[config.mk]
export PLATFORM = sky130hd
export DESIGN_NAME = dtp_back
export DESIGN_NICKNAME = d
export VERILOG_FILES = /design/src/rtl/dh_transform_pose_assert.svh /design/src/rtl/dtp_pkg.sv /design/src/rtl/dtp_back.sv
export SDC_FILE = /design/constraint.sdc
export NUM_CORES = 2
export LEC_CHECK = 0
export CORE_MARGIN = 1
export CORE_UTILIZATION = 64
export CTS_CLUSTER_DIAMETER = 30
export DETAILED_ROUTE_END_ITERATION = 12
export DONT_BUFFER_PORTS = 1
export GPL_TIMING_DRIVEN = 1
export PLACE_DENSITY_LB_ADDON = 0.15
export SLEW_MARGIN = 20
export SYNTH_ARGS = -nofsm -noshare
export SYNTH_HDL_FRONTEND = slang
export SYNTH_SLANG_ARGS = --single-unit
export TNS_END_PERCENT = 30
[constraint.sdc]
create_clock -name clock -period 15.45 [get_ports clock]
set_input_delay 3.09 -clock clock [delete_from_list [all_inputs] [get_ports clock]]
set_output_delay 3.09 -clock clock [all_outputs]
set_load 0.005 [all_outputs]
[src/rtl/dh_transform_pose_assert.svh]
// Assertion macros for the pose transform RTL.
`ifndef DH_TRANSFORM_POSE_ASSERT_SVH
`define DH_TRANSFORM_POSE_ASSERT_SVH
// A condition that holds at every clock edge outside reset.
`define DTP_ASSERT_ALWAYS(label, cond, msg) \
   label: assert property (@(posedge clock) disable iff (reset) (cond)) else $error(msg);
// An implication checked in the same cycle outside reset.
`define DTP_ASSERT_IMPLY(label, ante, cons, msg) \
   label: assert property (@(posedge clock) disable iff (reset) (ante) |-> (cons)) \
      else $error(msg);
`endif

[src/rtl/dtp_pkg.sv]
// Types and constant tables for the pose transform pipeline.
package dtp_pkg;
   localparam int CW = 34;
   localparam int TURN_UNITS = 46080;
   localparam int HALF_UNITS = 23040;
   localparam int DIV45_MUL = 46604;
   localparam int DIV45_SHIFT = 21;
   localparam logic signed [CW-1:0] CORDIC_GAIN = 34'sd652032874;

   typedef logic signed [CW-1:0] cordic_type;

   typedef struct packed {
      logic signed [23:0] link_length;
      logic signed [23:0] link_offset;
      logic signed [15:0] rot_x;
      logic signed [15:0] rot_z;
      logic               flip;
   } meta_type;

   localparam logic [31:0] ATAN_TAB [32] = '{
      32'h20000000, 32'h12E4051E, 32'h09FB385B, 32'h051111D4, 32'h028B0D43, 32'h0145D7E1,
      32'h00A2F61E, 32'h00517C55, 32'h0028BE53, 32'h00145F2F, 32'h000A2F98, 32'h000517CC,
      32'h00028BE6, 32'h000145F3, 32'h0000A2FA, 32'h0000517D, 32'h000028BE, 32'h0000145F,
      32'h00000A30, 32'h00000518, 32'h0000028C, 32'h00000146, 32'h000000A3, 32'h00000051,
      32'h00000029, 32'h00000014, 32'h0000000A, 32'h00000005, 32'h00000003, 32'h00000001,
      32'h00000001, 32'h00000000
   };

   // Fractional phase of (m * 2^22 + 22) / 45 for a remainder m below 45.
   localparam logic [21:0] PH_FRAC [45] = '{
      22'((0*4194304+22)/45),  22'((1*4194304+22)/45),  22'((2*4194304+22)/45),
      22'((3*4194304+22)/45),  22'((4*4194304+22)/45),  22'((5*4194304+22)/45),
      22'((6*4194304+22)/45),  22'((7*4194304+22)/45),  22'((8*4194304+22)/45),
      22'((9*4194304+22)/45),  22'((10*4194304+22)/45), 22'((11*4194304+22)/45),
      22'((12*4194304+22)/45), 22'((13*4194304+22)/45), 22'((14*4194304+22)/45),
      22'((15*4194304+22)/45), 22'((16*4194304+22)/45), 22'((17*4194304+22)/45),
      22'((18*4194304+22)/45), 22'((19*4194304+22)/45), 22'((20*4194304+22)/45),
      22'((21*4194304+22)/45), 22'((22*4194304+22)/45), 22'((23*4194304+22)/45),
      22'((24*4194304+22)/45), 22'((25*4194304+22)/45), 22'((26*4194304+22)/45),
      22'((27*4194304+22)/45), 22'((28*4194304+22)/45), 22'((29*4194304+22)/45),
      22'((30*4194304+22)/45), 22'((31*4194304+22)/45), 22'((32*4194304+22)/45),
      22'((33*4194304+22)/45), 22'((34*4194304+22)/45), 22'((35*4194304+22)/45),
      22'((36*4194304+22)/45), 22'((37*4194304+22)/45), 22'((38*4194304+22)/45),
      22'((39*4194304+22)/45), 22'((40*4194304+22)/45), 22'((41*4194304+22)/45),
      22'((42*4194304+22)/45), 22'((43*4194304+22)/45), 22'((44*4194304+22)/45)
   };
endpackage

[src/rtl/dtp_back.sv]
// Sign restore, scaling of the link length, rounding and saturation to the result item.
module dtp_back (
   input  logic                clock,
   input  logic                reset,
   input  logic                in_valid,
   output logic                in_ready,
   input  dtp_pkg::cordic_type in_x,
   input  dtp_pkg::cordic_type in_y,
   input  dtp_pkg::meta_type   in_meta,
   output logic                out_valid,
   input  logic                out_ready,
   output logic signed [23:0]  trans_x,
   output logic signed [23:0]  trans_y,
   output logic signed [23:0]  trans_z,
   output logic signed [15:0]  rot_x,
   output logic signed [15:0]  rot_z
);
   import dtp_pkg::*;

   logic               va_ff, vb_ff, goa, gob;
   cordic_type         cx, cy;
   logic signed [57:0] px_ff, py_ff, px_in, py_in;
   meta_type           ma_ff;
   logic signed [23:0] tx_ff, ty_ff, tz_ff;
   logic signed [15:0] rx_ff, rz_ff;

   function automatic logic signed [23:0] round_sat(input logic signed [57:0] p);
      logic signed [57:0] s;
      s = (p + 58'sd536870912) >>> 30;
      if (s > 58'sd8388607) return 24'sd8388607;
      if (s < -58'sd8388608) return -24'sd8388608;
      return s[23:0];
   endfunction

   assign gob = !vb_ff || out_ready;
   assign goa = !va_ff || gob;
   assign in_ready = goa;

   always_comb begin
      cx = in_meta.flip ? -in_x : in_x;
      cy = in_meta.flip ? -in_y : in_y;
      px_in = 58'(in_meta.link_length) * 58'(cx);
      py_in = 58'(in_meta.link_length) * 58'(cy);
   end

   always_ff @(posedge clock) begin
      if (reset) begin
         va_ff <= 1'b0;
         vb_ff <= 1'b0;
      end else begin
         if (goa) va_ff <= in_valid;
         if (gob) vb_ff <= va_ff;
      end
      if (goa) begin
         px_ff <= px_in;
         py_ff <= py_in;
         ma_ff <= in_meta;
      end
      if (gob) begin
         tx_ff <= round_sat(px_ff);
         ty_ff <= round_sat(py_ff);
         tz_ff <= ma_ff.link_offset;
         rx_ff <= ma_ff.rot_x;
         rz_ff <= ma_ff.rot_z;
      end
   end

   assign out_valid = vb_ff;
   assign trans_x = tx_ff;
   assign trans_y = ty_ff;
   assign trans_z = tz_ff;
   assign rot_x = rx_ff;
   assign rot_z = rz_ff;
endmodule

==> metrics.md <==
| Metric | Value |
|---|---|
| GR Overflow Total | `0` |
| Sequential element share of the synthesized area | `10.1%` |
| Crit-path leading delay family | `adder cells` |
| Core area | `101000 um^2` |
| Fmax | `between 70 and 80 MHz` |
| Nets | `~8600` |
| Fillcell total | `7907` |
| X dimension of the die | `321 um` |
| First-pass GRT wire length | `roughly 270 mm` |
| Dpl hpwl | `about 130 mm` |
| Failing checks | `DRC` |
| Status | `complete, but fails checks` |
| Seq cells post-synth | `220` |
| Mapped Nets | `8890` |
| Tmin final | `12.77 ns` |
| Post-synth EDFFs | `~220` |
| Gpl congestion | `0.933` |
| Clock root buffer | `clkbuf_16` |
| CTS Buffer Depth | `3` |
| Critical Path Sink Type | `flip-flop` |
| Share of async-settable or async-resettable flops after synthesis | `0%` |
| Num CTS Buffers | `28` |
| CP most frequent cell | `fa_1` |
| Per-cell routed wire length | `21.2 um` |
| DRC Markers | `1` |
| Slew Limit Headroom | `25.5%` |
| Actual slew at the worst max-slew pin | `1.12 ns` |
| Largest cells by area after synthesis | `fa_1 (51%), edfxtp_1 (10%), inv_1 (9.6%)` |
| Yosys warns | `0` |
| # IOs | `259` |
| Vias in the first global route | `49600` |
| RSZ-0062 raised after global routing | `false` |
| Pins Over Slew Limit | `0` |
| Average cell area after synthesis | `9.62 um^2` |
| Tcrit/Tclk final | `82.7%` |
| Initial Util | `roughly 65%` |
| Worst Skew | `0.00831 ns` |
| Cell Rows | `around 120` |
| Distinct cells, synth | `67` |
| CP Buf/Inv Count | `5` |
| Crit path largest cell delay | `around 0.7 ns` |
| CP max FO | `24` |
| H-tree depth | `1` |
| Leading area contributor after synthesis | `fa_1` |
| Reg clk slew, reported paths | `0.06 ns` |
| Initial DRT Pass Iterations | `9` |
| Min-delay worst type | `reg2reg` |
| Layout area overhead | `3.78%` |
| Critical path type | `in2reg` |
| Max-cap viol count | `0` |
| Die area | `103000 um^2` |
| # hold bufs at CTS | `0` |
| Routed wire length | `168 mm` |
| Main synth FF type | `edfxtp_1` |
| ANT nets after route | `0` |
| Setup Viol. Count Final | `0` |
| Height of the die | `321 um` |
| Cells after synthesis | `6781` |
| Pin count of the biggest net entering global routing | `approximately 70` |
| Clock sink count | `between 200 and 250` |
| Post-Route Setup TNS | `0 ns` |
| Via Count | `44900` |
| Req. time, crit path | `15.77 ns` |
| Cell area after synthesis | `between 60000 and 70000 um^2` |
| Setup bufs post-CTS | `0` |
| Antenna violations before repair | `5` |
| Number of DRC markers in iteration 0 | `3439` |
| Ratio of cells with drive above 1 in the final layout | `3.01%` |
| All-layer global routing usage | `34.6%` |
| FF+latch area | `6590 um^2` |
| Resized Gates After CTS | `0` |
| Slowest cell on crit path | `fa_1` |
| Port Buffers | `0` |
| CTS tree | `done` |
| Via density | `approximately 5.7` |
| Synth top area share | `50.7%` |
| Hold Fails Final Rpt | `0` |
| Arrival @ worst endpoint | `roughly 13 ns` |
| Critical path startpoint category | `input port` |
| Clk Latency, worst-skew pair | `about 0.57 ns` |
| Area occupied by multi-input gates | `51700 um^2` |
## worst register-to-register path, delay by kind of cell, from the launching register on
kind / cells / cell delay, ns
AO/OA/AOI/OAI: 2 / 0.48
adder cells (fa/ha/maj): 1 / 0.23
flip-flops: 1 / 0.42
multiplexers: 1 / 0.29
AND/OR/NAND/NOR: 6 / 1.87
## metal layers
metal	share of wire (%)	wire, um	global-route usage, %
met1	39	65900	47.1
met2	47	78800	55.6
met3	11	18500	9.68
met4	2.7	4590	8.24
met5	0.020	33	0
## layout make-up
cell class / count / area share, %
clock inverter: 22 / 0.420
timing repair buffer: 58 / 0.643
tap: 1357 / 2.51
sequential: 220 / 9.73
inverter: 1671 / 9.27
clock buffer: 29 / 1.04
multi-input combinational: 4544 / 76.4
antenna: 1 / 0.00370
## cells by family (layout without fill, tap and decap cells)
group                      Yosys count  count (layout)  share of synthesized area, %
AOI/OAI and AO/OA                  403             403                          3.97
xor gates and xnor gates           196             196                          2.63
muxes                                2               2                        0.0326
adders and majority gates         1956            1956                          56.5
DFF                                220             220                          10.1
and+or+nand+nor                   1987            1987                          15.1
buffers and inverters             2017            1780                          11.6
other                                0               1                             0
## per-stage QoR
stage	setup slack (ns)	area (um^2)	utilization (%)	instances	hold slack, ns
after floorplan	3.31	65200	-	6781	0.400
after global placement	2.40	66600	66.2	7850	0.400
after detailed placement	2.12	66600	66.3	7850	0.405
after CTS	2.70	67600	67.2	7901	0.418
after global routing	1.96	67700	67.3	7902	0.424
final	2.68	67700	67.3	7902	0.417
## cells in the final DEF (no fill, tap or decap), types with 23 or more instances in the layout
cell type / n
inv_1: 1669
xor2_1: 53
xnor2_2: 40
nor3_1: 25
clkbuf_16: 28
nor2_1: 126
o31ai_1: 23
o21ai_0: 94
and2_1: 753
nand3_1: 43
nand2_1: 896
xnor2_1: 82
ha_1: 304
a21o_1: 58
fa_1: 1652
nand4_1: 32
buf_4: 58
a21oi_1: 108
edfxtp_1: 218
## cells in the mapped netlist (18+ instances only)
cell / n
and2_1: 753
o21ai_0: 94
xor2_1: 60
edfxtp_1: 218
xnor2_1: 136
nand4_1: 32
nor3_1: 25
nor2_1: 127
a21o_1: 58
ha_1: 304
fa_1: 1652
nand3_1: 43
o31ai_1: 23
inv_1: 1671
a21oi_1: 108
nor2b_1: 18
nand2_1: 897
clkbuf_1: 341
and3_1: 22
## final timing paths
path	from	to	slack (ns)	depth (start not counted)
hold / removal	ma_ff[8]	rot_z[7]	0.42	0
setup / recovery	in_y[8]	py_ff[56]	2.68	30
hold reg to reg	ma_ff[8]	rot_z[7]	0.42	0
setup reg to reg	px_ff[29]	trans_x[15]	11.85	10
## sequential cells by signal, indices dropped and copies added (netlist names)
signal and flops:
va_ff 1, ma_ff 56, rot_z 16, rot_x 16, trans_y 24, out_valid 1
px_ff 29, trans_x 24, py_ff 29, trans_z 24
Power is left out: the tool's default activity adds up to more than one toggle a clock period on the data nets, which glitch-free logic cannot reach.
