$ cat config.mk
export PLATFORM = sky130hd
export DESIGN_NAME = dtp_front
export DESIGN_NICKNAME = d
export VERILOG_FILES = /design/src/rtl/dh_transform_pose_assert.svh /design/src/rtl/dtp_pkg.sv /design/src/rtl/dtp_front.sv
export SDC_FILE = /design/constraint.sdc
export NUM_CORES = 1
export LEC_CHECK = 0
export BUFFER_PORTS_ARGS = -buffer_cell sky130_fd_sc_hd__buf_2
export CAP_MARGIN = 0
export CORE_MARGIN = 3
export CORE_UTILIZATION = 37
export CTS_BUF_LIST = sky130_fd_sc_hd__clkbuf_8
export CTS_CLUSTER_SIZE = 25
export DETAILED_ROUTE_END_ITERATION = 16
export GPL_TIMING_DRIVEN = 0
export PLACE_DENSITY_LB_ADDON = 0.2
export SYNTH_ARGS = -nofsm -noshare
export SYNTH_HDL_FRONTEND = slang
export SYNTH_SLANG_ARGS = --single-unit
$ cat constraint.sdc
create_clock -name clock -period 14.2 [get_ports clock]
set_input_delay 2.84 -clock clock [delete_from_list [all_inputs] [get_ports clock]]
set_output_delay 2.84 -clock clock [all_outputs]
set_load 0.005 [all_outputs]
$ cat src/rtl/dh_transform_pose_assert.svh
// Assertion macros for the pose transform RTL.
`ifndef DH_TRANSFORM_POSE_ASSERT_SVH
`define DH_TRANSFORM_POSE_ASSERT_SVH
// A condition that holds at every clock edge outside reset.
`define DTP_ASSERT_ALWAYS(label, cond, msg) \
   label: assert property (@(posedge clock) disable iff (reset) (cond)) else $error(msg);
// An implication checked in the same cycle outside reset.
`define DTP_ASSERT_IMPLY(label, ante, cons, msg) \
   label: assert property (@(posedge clock) disable iff (reset) (ante) |-> (cons)) \
      else $error(msg);
`endif

$ cat src/rtl/dtp_pkg.sv
// Types and constant tables for the pose transform pipeline.
package dtp_pkg;
   localparam int CW = 34;
   localparam int TURN_UNITS = 46080;
   localparam int HALF_UNITS = 23040;
   localparam int DIV45_MUL = 46604;
   localparam int DIV45_SHIFT = 21;
   localparam logic signed [CW-1:0] CORDIC_GAIN = 34'sd652032874;

   typedef logic signed [CW-1:0] cordic_type;

   typedef struct packed {
      logic signed [23:0] link_length;
      logic signed [23:0] link_offset;
      logic signed [15:0] rot_x;
      logic signed [15:0] rot_z;
      logic               flip;
   } meta_type;

   localparam logic [31:0] ATAN_TAB [32] = '{
      32'h20000000, 32'h12E4051E, 32'h09FB385B, 32'h051111D4, 32'h028B0D43, 32'h0145D7E1,
      32'h00A2F61E, 32'h00517C55, 32'h0028BE53, 32'h00145F2F, 32'h000A2F98, 32'h000517CC,
      32'h00028BE6, 32'h000145F3, 32'h0000A2FA, 32'h0000517D, 32'h000028BE, 32'h0000145F,
      32'h00000A30, 32'h00000518, 32'h0000028C, 32'h00000146, 32'h000000A3, 32'h00000051,
      32'h00000029, 32'h00000014, 32'h0000000A, 32'h00000005, 32'h00000003, 32'h00000001,
      32'h00000001, 32'h00000000
   };

   // Fractional phase of (m * 2^22 + 22) / 45 for a remainder m below 45.
   localparam logic [21:0] PH_FRAC [45] = '{
      22'((0*4194304+22)/45),  22'((1*4194304+22)/45),  22'((2*4194304+22)/45),
      22'((3*4194304+22)/45),  22'((4*4194304+22)/45),  22'((5*4194304+22)/45),
      22'((6*4194304+22)/45),  22'((7*4194304+22)/45),  22'((8*4194304+22)/45),
      22'((9*4194304+22)/45),  22'((10*4194304+22)/45), 22'((11*4194304+22)/45),
      22'((12*4194304+22)/45), 22'((13*4194304+22)/45), 22'((14*4194304+22)/45),
      22'((15*4194304+22)/45), 22'((16*4194304+22)/45), 22'((17*4194304+22)/45),
      22'((18*4194304+22)/45), 22'((19*4194304+22)/45), 22'((20*4194304+22)/45),
      22'((21*4194304+22)/45), 22'((22*4194304+22)/45), 22'((23*4194304+22)/45),
      22'((24*4194304+22)/45), 22'((25*4194304+22)/45), 22'((26*4194304+22)/45),
      22'((27*4194304+22)/45), 22'((28*4194304+22)/45), 22'((29*4194304+22)/45),
      22'((30*4194304+22)/45), 22'((31*4194304+22)/45), 22'((32*4194304+22)/45),
      22'((33*4194304+22)/45), 22'((34*4194304+22)/45), 22'((35*4194304+22)/45),
      22'((36*4194304+22)/45), 22'((37*4194304+22)/45), 22'((38*4194304+22)/45),
      22'((39*4194304+22)/45), 22'((40*4194304+22)/45), 22'((41*4194304+22)/45),
      22'((42*4194304+22)/45), 22'((43*4194304+22)/45), 22'((44*4194304+22)/45)
   };
endpackage

$ cat src/rtl/dtp_front.sv
// Angle reduction, phase conversion and quadrant folding ahead of the CORDIC chain.
module dtp_front (
   input  logic                      clock,
   input  logic                      reset,
   input  logic                      in_valid,
   output logic                      in_ready,
   input  logic signed [23:0]        link_length,
   input  logic signed [16:0]        twist_angle,
   input  logic signed [23:0]        link_offset,
   input  logic signed [16:0]        joint_angle,
   output logic                      out_valid,
   input  logic                      out_ready,
   output dtp_pkg::cordic_type       out_z,
   output dtp_pkg::meta_type         out_meta
);
   import dtp_pkg::*;

   logic        v1_ff, v2_ff, v3_ff;
   logic        go1, go2, go3;
   logic [15:0] r1_ff, r2_ff;
   logic [15:0] ra, rt;
   logic [9:0]  q2_ff;
   logic [31:0] qprod;
   logic [5:0]  rem;
   logic [31:0] phase, fold;
   meta_type    m1_ff, m2_ff, m3_ff, m1_in, m3_in;
   cordic_type  z3_ff;

   function automatic logic [15:0] reduce(input logic signed [16:0] v);
      logic signed [17:0] t;
      t = 18'(v);
      if (t < 0) t = t + 18'(TURN_UNITS);
      if (t < 0) t = t + 18'(TURN_UNITS);
      if (t >= 18'(TURN_UNITS)) t = t - 18'(TURN_UNITS);
      return t[15:0];
   endfunction

   function automatic logic signed [15:0] wrap(input logic [15:0] r);
      return (r > 16'(HALF_UNITS)) ? 16'(r - 16'(TURN_UNITS)) : r;
   endfunction

   assign go3 = !v3_ff || out_ready;
   assign go2 = !v2_ff || go3;
   assign go1 = !v1_ff || go2;
   assign in_ready = go1;

   always_comb begin
      ra = reduce(twist_angle);
      rt = reduce(joint_angle);
      m1_in.link_length = link_length;
      m1_in.link_offset = link_offset;
      m1_in.rot_x = wrap(ra);
      m1_in.rot_z = wrap(rt);
      m1_in.flip = 1'b0;
      qprod = 32'(r1_ff) * 32'(DIV45_MUL);
      rem = 6'(r2_ff - 16'(q2_ff) * 16'd45);
      phase = {q2_ff, PH_FRAC[rem]};
      m3_in = m2_ff;
      m3_in.flip = (phase[31:30] == 2'd1) || (phase[31:30] == 2'd2);
      fold = m3_in.flip ? {~phase[31], phase[30:0]} : phase;
   end

   always_ff @(posedge clock) begin
      if (reset) begin
         v1_ff <= 1'b0;
         v2_ff <= 1'b0;
         v3_ff <= 1'b0;
      end else begin
         if (go1) v1_ff <= in_valid;
         if (go2) v2_ff <= v1_ff;
         if (go3) v3_ff <= v2_ff;
      end
      if (go1) begin
         r1_ff <= rt;
         m1_ff <= m1_in;
      end
      if (go2) begin
         r2_ff <= r1_ff;
         q2_ff <= qprod[DIV45_SHIFT+9:DIV45_SHIFT];
         m2_ff <= m1_ff;
      end
      if (go3) begin
         z3_ff <= CW'($signed(fold));
         m3_ff <= m3_in;
      end
   end

   assign out_valid = v3_ff;
   assign out_z = z3_ff;
   assign out_meta = m3_ff;
endmodule

==> results by stage <==
Status:
- The run finished with clean final reports.

Worst setup path:
- The critical-path cell with the highest stage delay is o21ai_0.
- STA classifies the critical path startpoint as an input port.
- The worst register-to-register path begins at r1_ff[4].
- The launch point of the worst path is joint_angle[10].
- The endpoint type of the worst setup path is a flop.
- The critical path class is input port to flop.
- The critical path's top delay family is compound AO/OA/AOI/OAI gates.
- The maximum fanout encountered on the critical timing path is 8.
- At the worst endpoint, the required time is around 15,000 ps.
- The dominant cell type by count on the critical path is ha_1.
- The largest stage delay on the critical path is around 530 ps.
- At the worst endpoint, the arrival time is 7600 ps.
- The total buffers and inverters traversed by the critical path is 3.
- Traced cell by cell, the critical path runs through buf_2 > ha_1 > mux2i_1 > inv_1 > ha_1 > o21ai_0 > ha_1 > nand2b_1 > o21ai_0 > nand3_1 > o21a_1 > o221a_2 > xnor2_1 > inv_1 > ha_1 > nand2_1 > a2bb2oi_1 > mux2i_1 > o21ai_0 > o211ai_2 > mux2_1.

CTS:
- The post-cts sizing count is 0.
- The clock transition at the registers of the reported paths is approximately 60 ps.
- The library cell used as clock root buffer is clkbuf_8.
- The clock tree synthesis step divided the H-tree into 2 levels.
- The clock buffer count from CTS is 48.
- The maximum clock insertion buffer count is 3.
- TritonCTS built the clock tree.
- The post-CTS repair timing setup buffer count is 0.
- The count of hold-fix buffers inserted at cts is 0.
- Clock tree synthesis found a total of 287 sinks.
- The clock latency on the worst-skew pair is roughly 630 ps.

Die:
- The core region is 0.0400 mm2.
- The total number of placement rows is 73.
- The floorplan step defined a die boundary enclosing about 0.043 mm2.
- The die span in y is between 200 and 250 um.
- about 200 I/O pins were placed.
- The starting density of the core is 0.377.
- The width of the die is slightly above 200 um.

Cells and area:
- The ratio of cells with drive above 1 in the final layout is 0.211.
- The count of cells in the finished layout, fillers not included, comes to slightly below 2,000.
- At the end of the flow, the number of nets in the layout was about 1,600.
- The area growth from synthesis to layout is 18.0%.

Route:
- The total number of vias is ~9,000.
- The routed via count divided by cell count is 4.78.
- The iteration count of the initial detailed-routing pass is 5.
- The number of nets with antenna violations after routing is 0.
- The post-detailed-route DRC marker count is 0.
- Wires add up to around 30,000 um.
- The detailed router finished its first iteration with ~350 violations.
- After detailed routing, the average wire length per cell comes to about 16 um.

STA:
- The hold violation count in the final report is 0.
- The setup clock skew after layout is ~48 ps.
- Hold timing on the final database bottoms out at a slack of approximately 380 ps.
- Dividing the final minimum period by the clock period gives 0.511.
- Setup repair after global routing left no endpoint under its margin.
- The worst slew margin relative to its limit is 0.324.
- The setup-violating endpoint count in the final report is 0.
- The setup TNS after final layout is 0 ps.
- The number of max-slew violations in the final report is 0.
- The time the worst path needs with I/O delays and setup is approximately 7300 ps.
- Timing would allow up to approximately 140 MHz.
- The transition time at the pin with the least slew margin is around 1000 ps.

Global routing:
- After global routing, the most crowded layer is met2.
- The number of antenna violations at the first check in global routing is 7.
- The number of global-route vias before repair is about 9,000.
- The overall track demand over capacity in global routing is 0.139.
- For met1 alone, demand over resource in global routing was 0.180.
- The pin count of the biggest net entering global routing is between 70 and 80.
- The first global-routing pass estimated 48,200 um of wire.
- For met2 alone, demand over resource in global routing was 0.224.
- After global routing the overflow that remains totals 0.
- The met3 track demand over resource in global routing is 0.0360.

Logic synthesis:
- The cell type with the largest total area after synthesis is edfxtp_1.
- Counting every net in the synthesized netlist gives between 1,000 and 1,500.
- The netlist uses 76 different library cells.
- Synthesis handed over a netlist of about 1,100 instances.
- The cell area that synthesis handed to floorplanning was roughly 0.015 mm2.
- The commonest cells after synthesis are edfxtp_1, inv_1, ha_1, fa_1, nor2_1.
- The async set or reset register ratio after synthesis is 0.
- The post-synthesis register bit count is 287.
- The portion of synthesized cell area occupied by the leading cell type is 0.566.
- The synthesis warning total is 0.
- The number of enable flip-flop cells after synthesis is between 200 and 300.
- The post-synthesis area per instance is 13.5 um2.
- The top flip-flop cell by instance count after synthesis is edfxtp_1.
- The most frequent cell after synthesis is edfxtp_1.
- Sorting the synthesized cells by area gives the leading types as edfxtp_1, ha_1, fa_1.
- Of the synthesized area, sequential elements account for 0.570.

Worst hold path:
- The class of the most critical hold timing path is flop to flop.
- The critical hold path startpoint is m2_ff[64].

Placed design:
- The count of buffers added on input and output ports is 198.
- The routability congestion estimate from global placement is between 0.8 and 0.9.
- Once placement completed, the tool counted placed cells totaling 1,841.
- The placed wire-length estimate after detailed placement is 22,600 um.

Job:
- The tool flagged a number of max-cap violations equal to 0.
==> area by class of cell <==
class	count	area [um2]
clock inverter	41	282
inverter	150	571
fill	3720	22200
timing repair buffer	201	1070
clock buffer	49	674
multi-input combinational	654	5810
sequential	287	8590
tap	525	657
antenna	5	12.5
buffer	24	126
==> state kept, by name, summed over array words and instances (netlist names) <==
register,count
r1_ff,16
out_valid,1
m1_ff,70
m2_ff,75
v1_ff,1
q2_ff,10
r2_ff,5
out_z,27
out_meta,81
v2_ff,1
==> worst paths after layout <==
check             slack, ps  depth (start not counted)            to
setup / recovery       6950                         21     m1_ff[12]
hold / removal          380                          0  out_meta[64]
setup reg to reg       8250                         19      q2_ff[9]
hold reg to reg         380                          0  out_meta[64]
==> per-layer routing <==
metal	vias to the layer above	wire [um]
met1	4377	13500
li1	4601	-
met2	217	14300
met5	-	16
met4	4	974
met3	60	1680
==> cells by family after synthesis <==
| family | after synthesis | share of synthesized area |
|---|---|---|
| buffers and inverters | 174 | 0.0457 |
| xor gates and xnor gates | 48 | 0.0284 |
| adders and majority gates | 195 | 0.189 |
| muxes | 11 | 0.00763 |
| and+or+nand+nor | 189 | 0.0625 |
| DFF | 287 | 0.570 |
| AOI/OAI and AO/OA | 211 | 0.0974 |
==> cells in the final DEF (no fill, tap or decap), types with 21 or more instances in the layout <==
master and count:
a21oi_1 40, buf_2 200, clkbuf_8 49, clkinv_1 21, edfxtp_1 284, fa_1 54, ha_1 141, inv_1 158
nand2_1 44, nor2_1 50, o21ai_0 39, xnor2_1 31
==> through the flow <==
stage               area (um2)   util  worst slack (ps)
floorplan                15100      -              6440
global placement         16700  0.418              5010
global route             17800  0.445              6570
finish                   17800  0.445              6950
detailed placement       16800  0.420              6390
CTS                      17800  0.444              7030
Power is left out: the tool's default activity adds up to more than one toggle a clock period on the data nets, which glitch-free logic cannot reach.
