### src/rtl/dh_transform_pose_assert.svh
// Assertion macros for the pose transform RTL.
`ifndef DH_TRANSFORM_POSE_ASSERT_SVH
`define DH_TRANSFORM_POSE_ASSERT_SVH
// A condition that holds at every clock edge outside reset.
`define DTP_ASSERT_ALWAYS(label, cond, msg) \
   label: assert property (@(posedge clock) disable iff (reset) (cond)) else $error(msg);
// An implication checked in the same cycle outside reset.
`define DTP_ASSERT_IMPLY(label, ante, cons, msg) \
   label: assert property (@(posedge clock) disable iff (reset) (ante) |-> (cons)) \
      else $error(msg);
`endif

### src/rtl/dtp_pkg.sv
// Types and constant tables for the pose transform pipeline.
package dtp_pkg;
   localparam int CW = 34;
   localparam int TURN_UNITS = 46080;
   localparam int HALF_UNITS = 23040;
   localparam int DIV45_MUL = 46604;
   localparam int DIV45_SHIFT = 21;
   localparam logic signed [CW-1:0] CORDIC_GAIN = 34'sd652032874;

   typedef logic signed [CW-1:0] cordic_type;

   typedef struct packed {
      logic signed [23:0] link_length;
      logic signed [23:0] link_offset;
      logic signed [15:0] rot_x;
      logic signed [15:0] rot_z;
      logic               flip;
   } meta_type;

   localparam logic [31:0] ATAN_TAB [32] = '{
      32'h20000000, 32'h12E4051E, 32'h09FB385B, 32'h051111D4, 32'h028B0D43, 32'h0145D7E1,
      32'h00A2F61E, 32'h00517C55, 32'h0028BE53, 32'h00145F2F, 32'h000A2F98, 32'h000517CC,
      32'h00028BE6, 32'h000145F3, 32'h0000A2FA, 32'h0000517D, 32'h000028BE, 32'h0000145F,
      32'h00000A30, 32'h00000518, 32'h0000028C, 32'h00000146, 32'h000000A3, 32'h00000051,
      32'h00000029, 32'h00000014, 32'h0000000A, 32'h00000005, 32'h00000003, 32'h00000001,
      32'h00000001, 32'h00000000
   };

   // Fractional phase of (m * 2^22 + 22) / 45 for a remainder m below 45.
   localparam logic [21:0] PH_FRAC [45] = '{
      22'((0*4194304+22)/45),  22'((1*4194304+22)/45),  22'((2*4194304+22)/45),
      22'((3*4194304+22)/45),  22'((4*4194304+22)/45),  22'((5*4194304+22)/45),
      22'((6*4194304+22)/45),  22'((7*4194304+22)/45),  22'((8*4194304+22)/45),
      22'((9*4194304+22)/45),  22'((10*4194304+22)/45), 22'((11*4194304+22)/45),
      22'((12*4194304+22)/45), 22'((13*4194304+22)/45), 22'((14*4194304+22)/45),
      22'((15*4194304+22)/45), 22'((16*4194304+22)/45), 22'((17*4194304+22)/45),
      22'((18*4194304+22)/45), 22'((19*4194304+22)/45), 22'((20*4194304+22)/45),
      22'((21*4194304+22)/45), 22'((22*4194304+22)/45), 22'((23*4194304+22)/45),
      22'((24*4194304+22)/45), 22'((25*4194304+22)/45), 22'((26*4194304+22)/45),
      22'((27*4194304+22)/45), 22'((28*4194304+22)/45), 22'((29*4194304+22)/45),
      22'((30*4194304+22)/45), 22'((31*4194304+22)/45), 22'((32*4194304+22)/45),
      22'((33*4194304+22)/45), 22'((34*4194304+22)/45), 22'((35*4194304+22)/45),
      22'((36*4194304+22)/45), 22'((37*4194304+22)/45), 22'((38*4194304+22)/45),
      22'((39*4194304+22)/45), 22'((40*4194304+22)/45), 22'((41*4194304+22)/45),
      22'((42*4194304+22)/45), 22'((43*4194304+22)/45), 22'((44*4194304+22)/45)
   };
endpackage

### src/rtl/dtp_cordic_cell.sv
// One rotation-mode CORDIC cell with its own shift and arctangent constant.
module dtp_cordic_cell #(
   parameter int IDX = 0
) (
   input  logic                clock,
   input  logic                reset,
   input  logic                in_valid,
   output logic                in_ready,
   input  dtp_pkg::cordic_type in_x,
   input  dtp_pkg::cordic_type in_y,
   input  dtp_pkg::cordic_type in_z,
   input  dtp_pkg::meta_type   in_meta,
   output logic                out_valid,
   input  logic                out_ready,
   output dtp_pkg::cordic_type out_x,
   output dtp_pkg::cordic_type out_y,
   output dtp_pkg::cordic_type out_z,
   output dtp_pkg::meta_type   out_meta
);
   import dtp_pkg::*;

   logic       valid_ff, go;
   cordic_type x_ff, y_ff, z_ff, x_in, y_in, z_in, dx, dy, da;
   meta_type   meta_ff;

   assign go = !valid_ff || out_ready;
   assign in_ready = go;

   always_comb begin
      dx = in_y >>> IDX;
      dy = in_x >>> IDX;
      da = CW'(ATAN_TAB[IDX]);
      if (in_z >= 0) begin
         x_in = in_x - dx;
         y_in = in_y + dy;
         z_in = in_z - da;
      end else begin
         x_in = in_x + dx;
         y_in = in_y - dy;
         z_in = in_z + da;
      end
   end

   always_ff @(posedge clock) begin
      if (reset) begin
         valid_ff <= 1'b0;
      end else if (go) begin
         valid_ff <= in_valid;
      end
      if (go) begin
         x_ff <= x_in;
         y_ff <= y_in;
         z_ff <= z_in;
         meta_ff <= in_meta;
      end
   end

   assign out_valid = valid_ff;
   assign out_x = x_ff;
   assign out_y = y_ff;
   assign out_z = z_ff;
   assign out_meta = meta_ff;
endmodule

### config.mk
export PLATFORM = sky130hd
export DESIGN_NAME = dtp_cordic_cell
export DESIGN_NICKNAME = d
export VERILOG_FILES = /design/src/rtl/dh_transform_pose_assert.svh /design/src/rtl/dtp_pkg.sv /design/src/rtl/dtp_cordic_cell.sv
export SDC_FILE = /design/constraint.sdc
export NUM_CORES = 1
export LEC_CHECK = 0
export BUFFER_PORTS_ARGS = -buffer_cell sky130_fd_sc_hd__buf_2
export CAP_MARGIN = 20
export CORE_ASPECT_RATIO = 0.75
export CORE_MARGIN = 4
export CORE_UTILIZATION = 40
export CTS_BUF_LIST = sky130_fd_sc_hd__clkbuf_16
export CTS_CLUSTER_DIAMETER = 100
export DETAILED_ROUTE_END_ITERATION = 8
export PLACE_DENSITY = 0.71
export REMOVE_ABC_BUFFERS = 1
export SYNTH_ARGS = -nofsm -noshare
export SYNTH_HDL_FRONTEND = slang
export SYNTH_SLANG_ARGS = --single-unit
export TNS_END_PERCENT = 30
### constraint.sdc
create_clock -name clock -period 7.15 [get_ports clock]
set_input_delay 1.43 -clock clock [delete_from_list [all_inputs] [get_ports clock]]
set_output_delay 1.43 -clock clock [all_outputs]
set_load 0.1 [all_outputs]
==> impl_metrics.yaml, run 1 <==
sta:
  timing.hold.ws_ns: 1.04
  clock_skew_ns: 0.00801
  report.final.slew_viol_count: 0
  finalCritPeriodShare: 0.679
  slew_headroom: 0.274
  hold_viol: 0
  finalSetupViolations: 0
  fin_crit_ns: 4.85
  max_freq_ghz: 0.206
  tightest_slew_ns: 1.06
  rsz0062_at_grt: "no"
worst_setup_path:
  path_depth: 14
  cp_top_family: "buffers and inverters"
  arrival_ns: 5.01
  r2r-start: "out_valid$_SDFFE_PP0P_"
  setup.worst_path.end_class: "flip-flop"
  crit_buf_inv: 5
  worstPathRequired_ns: 7.30
  cpMostUsedCell: "buf_4"
  max_stage_delay_ns: 0.66
  startpoint: "in_z[33]"
  critPathCapture: "out_y[15]$_DFFE_PP_"
  reg2reg_depth: 2
  worstSetupStartpointType: "input port"
  slowest_stage: "inv_2"
  r2r_end: "out_z[29]$_DFFE_PP_"
  rrSetupSlack_ns: 5.07
  path_class: "in2reg"
  cp_max_fo: 54
  critical_path.cell_chain: "buf_2 -> inv_1 -> ha_1 -> nor4b_1 -> nand4_1 -> nor4_1 -> and4_1 -> nor2_4 -> buf_4 -> inv_2 -> buf_4 -> nor3_1 -> a21oi_1 -> xnor2_1"
clock_tree:
  worstSkewPairLatency_ns: 0.42
  hold_buffers: 0
  cts_buffer_depth: 2
  cts_resized: 0
  cts_made_buffers: 17
  htree_levels: 4
  numClockSinks: 183
  cts_setup_buffers: 0
  cts_root_buffer: "clkbuf_16"
  clk_pin_slew_ns: 0.07
  tritoncts: "yes"
global_route:
  antenna_found_initial: 1
  gr-total-overflow: 0
  grt_max_degree: 75
  grt_pass1_vias: 9323
  grt_use_total: 0.224
  grt_pass1_wl_mm: 55.1
die:
  core_um2: 28100
  die_h_um: 154
  start_util: 0.407
  ios: 372
  dieArea_um2: 31400
  row_count: 53
  die_w_um: 203
placed_design:
  port_buffers: 371
  dpl.hpwl_mm: 30.3
  routabilityCongestion: 0.989
yosys:
  synth_most_common_cell: "edfxtp_1"
  ys_async_sr_fraction: 0
  synth_area_leader_cell: "edfxtp_1"
  ys_types: 67
  synthCells: 1101
  syn_area_um2: 11400
  synth_top_area_share: 0.478
  synthFlopType: "edfxtp_1"
  netlist_top_cells_count: "edfxtp_1, a21oi_1, inv_1, ha_1, nor2_1"
  synth_seq_cells: 183
  seq_area_frac_synth: 0.480
  yosys-top-cells-area: "edfxtp_1, ha_1, a21oi_1, xnor2_1, inv_1"
  synth_area_per_cell_um2: 10.4
  synth-edff-count: 182
  yosys_warnings: 0
route:
  drt-total-wl_mm: 37.2
  dr.first_iter.drc_count: 1075
  vias: 10100
  wire_per_inst_um: 20.1
  drt_first_pass_iters: 5
  ant_nets: 0
  drc: 0
  avgViaCountPerCell: 5.44
cells_and_area:
  n_fill_cell: 2649
  drive_gt1_frac: 0.286
  finalNetCount: 1746
  syn2layout_area_growth_pct: 23.9
  n_antenna_cell: 0
pwr:
  finalPower_mw: 4.03
  p_leak_nw: 6.39
  powerDensity_nw_per_um2: 284
  vdd_drop_max_mv: 0.141
worst_hold_path:
  min_path_type: "reg2reg"
run_status:
  status: "finished clean"
run:
  maxCapViolCount: 0
[layer usage]
layer	GRT usage	wire, um	share of wire	vias up
met4	0.0530	634	0.017	2
met3	0.0591	3980	0.11	40
met5	0	7	0.00019	-
met2	0.348	16700	0.45	570
li1	-	-	-	4675
met1	0.316	15800	0.43	4768
[registers in the layout (all words and copies together) (netlist names)]
register / flops
out_meta: 81
out_valid: 1
out_x: 34
out_y: 33
out_z: 34
[stage by stage]
stage / util / instances / worst slack, ns / TNS (ns) / area (um2)
2_1_floorplan: - / 1057 / -0.795 / -0.795 / 11300
3_3_place_gp: 0.485 / 1818 / 2.08 / 0 / 13600
3_5_place_dp: 0.485 / 1818 / 1.98 / 0 / 13600
4_1_cts: 0.504 / 1849 / 2.41 / 0 / 14200
5_1_grt: 0.504 / 1849 / 2.05 / 0 / 14200
6_report: 0.504 / 1849 / 2.30 / 0 / 14200
[placed cells by master, fill, tap and decap left out, types with 8 or more instances in the layout]
cell type	instances
mux2i_1	12
nand2b_1	9
or3_1	8
nor2b_1	12
nand4_1	8
clkbuf_16	17
nor4_1	12
buf_2	371
o21ai_0	64
a21oi_1	122
edfxtp_1	182
o31ai_1	8
nor3_1	22
o211ai_1	10
xor2_1	9
nand3_1	9
o21bai_1	17
nor2_1	89
xnor2_1	59
ha_1	103
a21o_1	23
nand2_1	45
inv_1	113
o21a_1	9
[worst min path at each step]
stage                           start                     end  slack [ns]  depth (start not counted)
5_1_grt        out_valid$_SDFFE_PP0P_      out_x[0]$_DFFE_PP_        1.10                          1
3_5_place_dp   out_valid$_SDFFE_PP0P_  out_meta[74]$_DFFE_PP_        1.04                          1
4_1_cts        out_valid$_SDFFE_PP0P_      out_x[6]$_DFFE_PP_        1.04                          1
2_1_floorplan                   reset  out_valid$_SDFFE_PP0P_        1.50                          1
3_3_place_gp   out_valid$_SDFFE_PP0P_  out_meta[74]$_DFFE_PP_        1.02                          1
6_report       out_valid$_SDFFE_PP0P_      out_x[0]$_DFFE_PP_        1.04                          1
[power breakdown]
group	leakage (nW)	internal [mW]	total, mW	switching (mW)
combinational	4.23	0.327	1.80	1.48
sequential	1.89	1.35	1.38	0.0331
clock	0.265	0.446	0.844	0.398
total	6.39	2.12	4.03	1.91
[final cells by class]
| class | count | area, um2 | share of cell area |
|---|---|---|---|
| sequential | 183 | 5490 | 0.387 |
| clock inverter | 14 | 101 | 0.00715 |
| timing repair buffer | 376 | 1890 | 0.134 |
| multi-input combinational | 762 | 5360 | 0.378 |
| inverter | 112 | 420 | 0.0297 |
| clock buffer | 17 | 425 | 0.0300 |
| tap | 385 | 482 | 0.0340 |
[kinds of logic after synthesis]
kind of cell	count (synthesis)	synth area share
compound gates	325	0.178
xor+xnor	68	0.0521
fa+ha+maj	107	0.120
buf+inv	156	0.0532
flops	183	0.480
mux	12	0.0105
simple gates	250	0.107
No activity file was read; power rests on OpenSTA's default activity.
==> run 2: changes to the inputs <==
- PLACE_DENSITY: 0.71 -> 0.68
- clock period: 7.15 -> 4.6 ns (I/O delays scaled with it)
==> run 2 against run 1 <==
Cell count is 0.87% higher. Critical path depth is 2 lower. Clock-buffer cell count stayed put. Flip-flop and latch count stayed put. Via count is 0.38% lower. Routed wire length is 0.76% higher. Sequential power is 56% higher. Critical path type unchanged. Highest routed layer unchanged.
==> impl_metrics.yaml, run 2 (same netlist as run 1, synthesis figures left out) <==
cells_and_area:
  final_common_cell: "buf_2"
  drive_gt1_frac: 0.294
  syn2layout_area_growth_pct: 25.4
  largest_register_ffs: 81
  seqCellArea_um2: 5490
  finalNetCount: 1760
  n_fill_cell: 2627
  final_core_utilization: 0.510
  most-common-layout-cells: "buf_2, edfxtp_1, a21oi_1, inv_1, ha_1"
  multiInputGateArea_um2: 5360
route:
  vias: 10000
  drc: 0
  wire_per_inst_um: 20.1
  drt-total-wl_mm: 37.5
  ant_nets: 0
  dr.first_iter.drc_count: 1098
  drt_first_pass_iters: 5
  avgViaCountPerCell: 5.37
clock_tree:
  numClockSinks: 183
  cts_setup_buffers: 0
  cts_root_buffer: "clkbuf_16"
  worstSkewPairLatency_ns: 0.42
  cts_resized: 0
  hold_buffers: 0
  cts_made_buffers: 17
  htree_levels: 4
  tritoncts: "yes"
  cts_buffer_depth: 2
  clk_pin_slew_ns: 0.07
worst_hold_path:
  hp-start: "reset"
  min_path_type: "in2reg"
global_route:
  grt_pass1_vias: 9282
  grtUsageMet3: 0.0627
  grt_pass1_wl_mm: 55.1
  gr-total-overflow: 0
  use_met2: 0.340
  met1_usage: 0.324
  grt_max_degree: 184
  antenna_found_initial: 2
  gr-max-usage-layer: "met2"
  grt_use_total: 0.224
sta:
  tightest_slew_ns: 0.976
  finalSetupViolations: 0
  slew_headroom: 0.350
  fin_crit_ns: 3.72
  finalCritPeriodShare: 0.810
  rsz0062_at_grt: "no"
  timing.hold.ws_ns: 0.649
  hold_viol: 0
  clock_skew_ns: 0.0166
  max_freq_ghz: 0.269
  report.final.slew_viol_count: 0
worst_setup_path:
  worstPathRequired_ns: 4.75
  path_class: "in2reg"
  r2r-start: "out_valid$_SDFFE_PP0P_"
  startpoint: "in_x[8]"
  setup.worst_path.end_class: "flip-flop"
  cp_max_fo: 14
  worstSetupStartpointType: "input port"
  arrival_ns: 3.88
die:
  die_h_um: 154
  core_um2: 28100
  dieArea_um2: 31400
  start_util: 0.407
  row_count: 53
  die_w_um: 203
  ios: 372
placed_design:
  dpl.hpwl_mm: 30.6
  routabilityCongestion: 1.00
  port_buffers: 371
pwr:
  p_leak_nw: 6.48
  vdd_drop_max_mv: 0.266
  powerDensity_nw_per_um2: 447
run_status:
  status: "finished clean"
run:
  maxCapViolCount: 0
run 2: cell count changes in the layout (fill, tap and decap cells not counted), moves of 2 or more:
cell	previous run	this run
inv_1	113	110
clkinv_4	2	0
buf_4	5	18
inv_8	0	4
run 2: metrics by stage:
step	std cells	setup WS, ns	power, mW	instance area, um2	setup TNS [ns]
final	1865	0.876	6.41	14300	0
after global routing	1865	0.664	6.64	14300	0
after CTS	1864	0.959	6.43	14300	0
after detailed placement	1832	0.519	4.99	13800	0
after global placement	1832	0.528	4.98	13800	0
after floorplan	1057	-2.32	4.40	11300	-415.82
run 2: path summary, 6_finish.rpt:
check                            to  cells past startpoint  slack [ns]
max             out_x[28]$_DFFE_PP_                     12        0.88
min          out_valid$_SDFFE_PP0P_                      2        0.65
max reg2reg     out_x[14]$_DFFE_PP_                      2        2.94
min reg2reg   out_meta[1]$_DFFE_PP_                      2        1.08
run 2: report_power, final:
part / leakage, nW / internal (mW) / switching, mW
logic: 4.30 / 0.523 / 2.30
registers: 1.89 / 2.09 / 0.0507
clock network: 0.283 / 0.772 / 0.667
total: 6.48 / 3.39 / 3.02
run 2: per-layer routing:
metal  vias to the layer above  part of all wire
li1                       4711                 -
met1                      4752              0.44
met2                       518              0.44
met3                        34              0.10
met4                         2             0.013
met5                         -           0.00029
run 2: layout make-up:
| cell class | instances | area share |
|---|---|---|
| diodes | 1 | 0.000174 |
| clock buffers | 17 | 0.0297 |
| clock inverters | 15 | 0.0111 |
| inverters | 112 | 0.0293 |
| multi-input cells | 762 | 0.374 |
| flip-flops and latches | 183 | 0.382 |
| well taps | 385 | 0.0336 |
| repair buffers | 390 | 0.140 |
run 2: critical path, stage by stage:
cell and delay, ns:
buf_2 0.10, inv_1 0.04, ha_1 0.58, and4_1 0.32, nor4b_1 0.31, o21a_1 0.22
o21ai_0 0.16, a31o_2 0.35, or4_1 0.45, a21oi_1 0.18, o2bb2ai_1 0.10, xnor2_1 0.14
==> run 3: changes to the inputs <==
- ABC_AREA: unset -> 1
- PLACE_DENSITY: 0.68 -> 0.67
- clock period: 4.6 -> 3.8 ns (I/O delays scaled with it)
==> run 3 against run 2 <==
Via count rose by 27%. Critical path depth fell by 1. Combinational power rose by 18%. Synthesized area rose by 16%. Non-clock buffer count is 10 lower. Design area up 12%. First-iteration DRC count is 12% higher. Clock-buffer cell count unchanged. Sequential power rose by 19%. Flip-flop and latch count unchanged.
==> impl_metrics.yaml, run 3 <==
yosys:
  synth_most_common_cell: "nand2_1"
  synth-edff-count: 182
  yosys-top-cells-area: "edfxtp_1, nand2_1, ha_1, nand3_1, inv_1"
  synth_area_leader_cell: "edfxtp_1"
  yosys_warnings: 0
  synth_area_per_cell_um2: 8.13
  synth_top_area_share: 0.411
  synthCells: 1636
  synthFlopType: "edfxtp_1"
  syn_area_um2: 13300
  netlist_top_cells_count: "nand2_1, inv_1, edfxtp_1, nand3_1, nor2_1"
  seq_area_frac_synth: 0.413
  synth_seq_cells: 183
  ys_types: 41
  ys_async_sr_fraction: 0
worst_setup_path:
  cp_max_fo: 35
  slowest_stage: "nor2_4"
  max_stage_delay_ns: 0.79
  reg2reg_depth: 2
  worstSetupStartpointType: "input port"
  arrival_ns: 3.12
  rrSetupSlack_ns: 1.86
  worstPathRequired_ns: 4.07
  setup.worst_path.end_class: "flip-flop"
  r2r_end: "out_y[31]$_DFFE_PP_"
  path_class: "in2reg"
  critical_path.cell_chain: "buf_2 -> inv_1 -> ha_1 -> nand3b_1 -> nor3_1 -> nand4_1 -> nor2_1 -> nor2_4 -> buf_4 -> o21ai_0 -> o21ai_0"
  r2r-start: "out_valid$_SDFFE_PP0P_"
  cpMostUsedCell: "o21ai_0"
worst_hold_path:
  hp-start: "reset"
  hold-path-cell-count: 2
  whs_endpoint: "out_valid$_SDFFE_PP0P_"
  min_path_type: "in2reg"
global_route:
  grt_pass1_vias: 12200
  met1_usage: 0.355
  gr-total-overflow: 0
  antenna_found_initial: 5
  gr-max-usage-layer: "met2"
  use_met2: 0.393
  grt_pass1_wl_mm: 69.6
  grtUsageMet3: 0.0417
  grt_use_total: 0.248
  grt_max_degree: 152
sta:
  clock_skew_ns: 0.0131
  hold_viol: 0
  max_freq_ghz: 0.351
  rsz0062_at_grt: "no"
  finalSetupViolations: 0
  report.final.slew_viol_count: 0
  tns_ns: 0
  finalCritPeriodShare: 0.750
  slew_headroom: 0.311
  fin_crit_ns: 2.85
  tightest_slew_ns: 1.03
cells_and_area:
  finalNetCount: 2285
  most-common-layout-cells: "nand2_1, buf_2, inv_1, edfxtp_1, nand3_1"
  drive_gt1_frac: 0.254
  final_core_utilization: 0.491
  largest_register_ffs: 81
  final_common_cell: "nand2_1"
  syn2layout_area_growth_pct: 20.3
clock_tree:
  htree_levels: 4
  tritoncts: "yes"
  cts_made_buffers: 17
  cts_resized: 0
  cts_setup_buffers: 0
  clk_pin_slew_ns: 0.09
  hold_buffers: 0
  numClockSinks: 183
  cts_root_buffer: "clkbuf_16"
  cts_buffer_depth: 2
  worstSkewPairLatency_ns: 0.46
die:
  die_w_um: 219
  dieArea_um2: 36300
  ios: 372
  row_count: 57
  die_h_um: 166
  start_util: 0.408
  core_um2: 32600
pwr:
  power_switching_mw: 3.70
  p_seq_frac: 0.334
  powerDensity_nw_per_um2: 479
  vdd_drop_max_mv: 0.351
  p_leak_nw: 7.83
  combPwrFrac: 0.437
  swShare: 0.483
  p_clk_frac: 0.229
  internal_power_mw: 3.96
route:
  drc: 0
  drt_first_pass_iters: 5
  dr.first_iter.drc_count: 1228
  wire_per_inst_um: 19.1
  avgViaCountPerCell: 5.21
  ant_nets: 0
  drt-total-wl_mm: 46.8
  vias: 12800
run_status:
  status: "finished clean"
placed_design:
  routabilityCongestion: 0.983
  dpl.hpwl_mm: 38.7
  port_buffers: 371
run:
  maxCapViolCount: 0
## run 3: cell types whose count changed in the layout (fill, tap and decap cells not counted), moves of 14 or more
cell | previous run | this run
nand2_1 | 45 | 412
nand3_1 | 9 | 150
inv_1 | 110 | 199
xnor2_1 | 59 | 1
nor2_1 | 89 | 138
xor2_1 | 9 | 36
nor2_2 | 0 | 25
inv_2 | 2 | 16
o21ai_0 | 64 | 78
## run 3: kinds of logic after synthesis
logic type,count (synthesis),synth area share
simple gates,795,0.262
buf+inv,260,0.0894
compound gates,254,0.108
flops,183,0.413
fa+ha+maj,107,0.103
xor+xnor,37,0.0244
## run 3: layer usage
layer  vias to the layer above  part of all wire
met1                      6058              0.45
met4                         0             0.013
met2                       560              0.45
met3                        31             0.083
li1                       6120                 -
met5                         -                 0
## run 3: area by class of cell
| type | instances | area (um2) |
|---|---|---|
| Sequential cell | 183 | 5490 |
| Clock buffer | 17 | 425 |
| Clock inverter | 14 | 136 |
| Antenna cell | 5 | 12.5 |
| Tap cell | 442 | 553 |
| Timing Repair Buffer | 380 | 1940 |
| Inverter | 216 | 813 |
| Multi-Input combinational cell | 1193 | 6640 |
| Fill cell | 3167 | 16600 |
## run 3: how the worst max path moves through the flow
stage / start / end / slack [ns] / depth (start not counted)
2_1_floorplan: out_valid$_SDFFE_PP0P_ / out_meta[0]$_DFFE_PP_ / -2.66 / 1
3_3_place_gp: in_z[33] / out_y[10]$_DFFE_PP_ / 0.57 / 10
3_5_place_dp: in_z[33] / out_x[16]$_DFFE_PP_ / 0.54 / 10
4_1_cts: in_z[33] / out_x[16]$_DFFE_PP_ / 0.99 / 10
5_1_grt: in_z[33] / out_x[16]$_DFFE_PP_ / 0.81 / 10
6_report: in_z[33] / out_y[10]$_DFFE_PP_ / 0.95 / 11
## run 3: worst max-delay path: cells and delay by family
kind / cells / cell delay [ns]
adders and majority gates: 1 / 0.19
AOI/OAI and AO/OA: 2 / 0.25
and+or+nand+nor: 5 / 1.26
buffers and inverters: 3 / 0.62
## run 3: per-stage QoR
stage	hold WS, ns	area (um2)	cells	power, mW	setup WS (ns)
5_1_grt	0.438	16000	2450	7.98	0.806
3_3_place_gp	0.925	15400	2414	5.90	0.575
4_1_cts	0.423	16000	2445	7.69	0.987
3_5_place_dp	0.923	15400	2414	5.92	0.541
6_report	0.456	16000	2450	7.67	0.951
2_1_floorplan	0.829	12900	1592	5.19	-2.66
## run 3: power by group through the flow
| stage | logic [mW] | registers [mW] | clock network [mW] |
|---|---|---|---|
| 2_1_floorplan | 0.939 | 4.25 | 0 |
| 3_3_place_gp | 3.30 | 2.61 | 0 |
| 3_5_place_dp | 3.31 | 2.61 | 0 |
| 4_1_cts | 3.32 | 2.57 | 1.80 |
| 5_1_grt | 3.52 | 2.58 | 1.88 |
| 6_report | 3.35 | 2.56 | 1.75 |
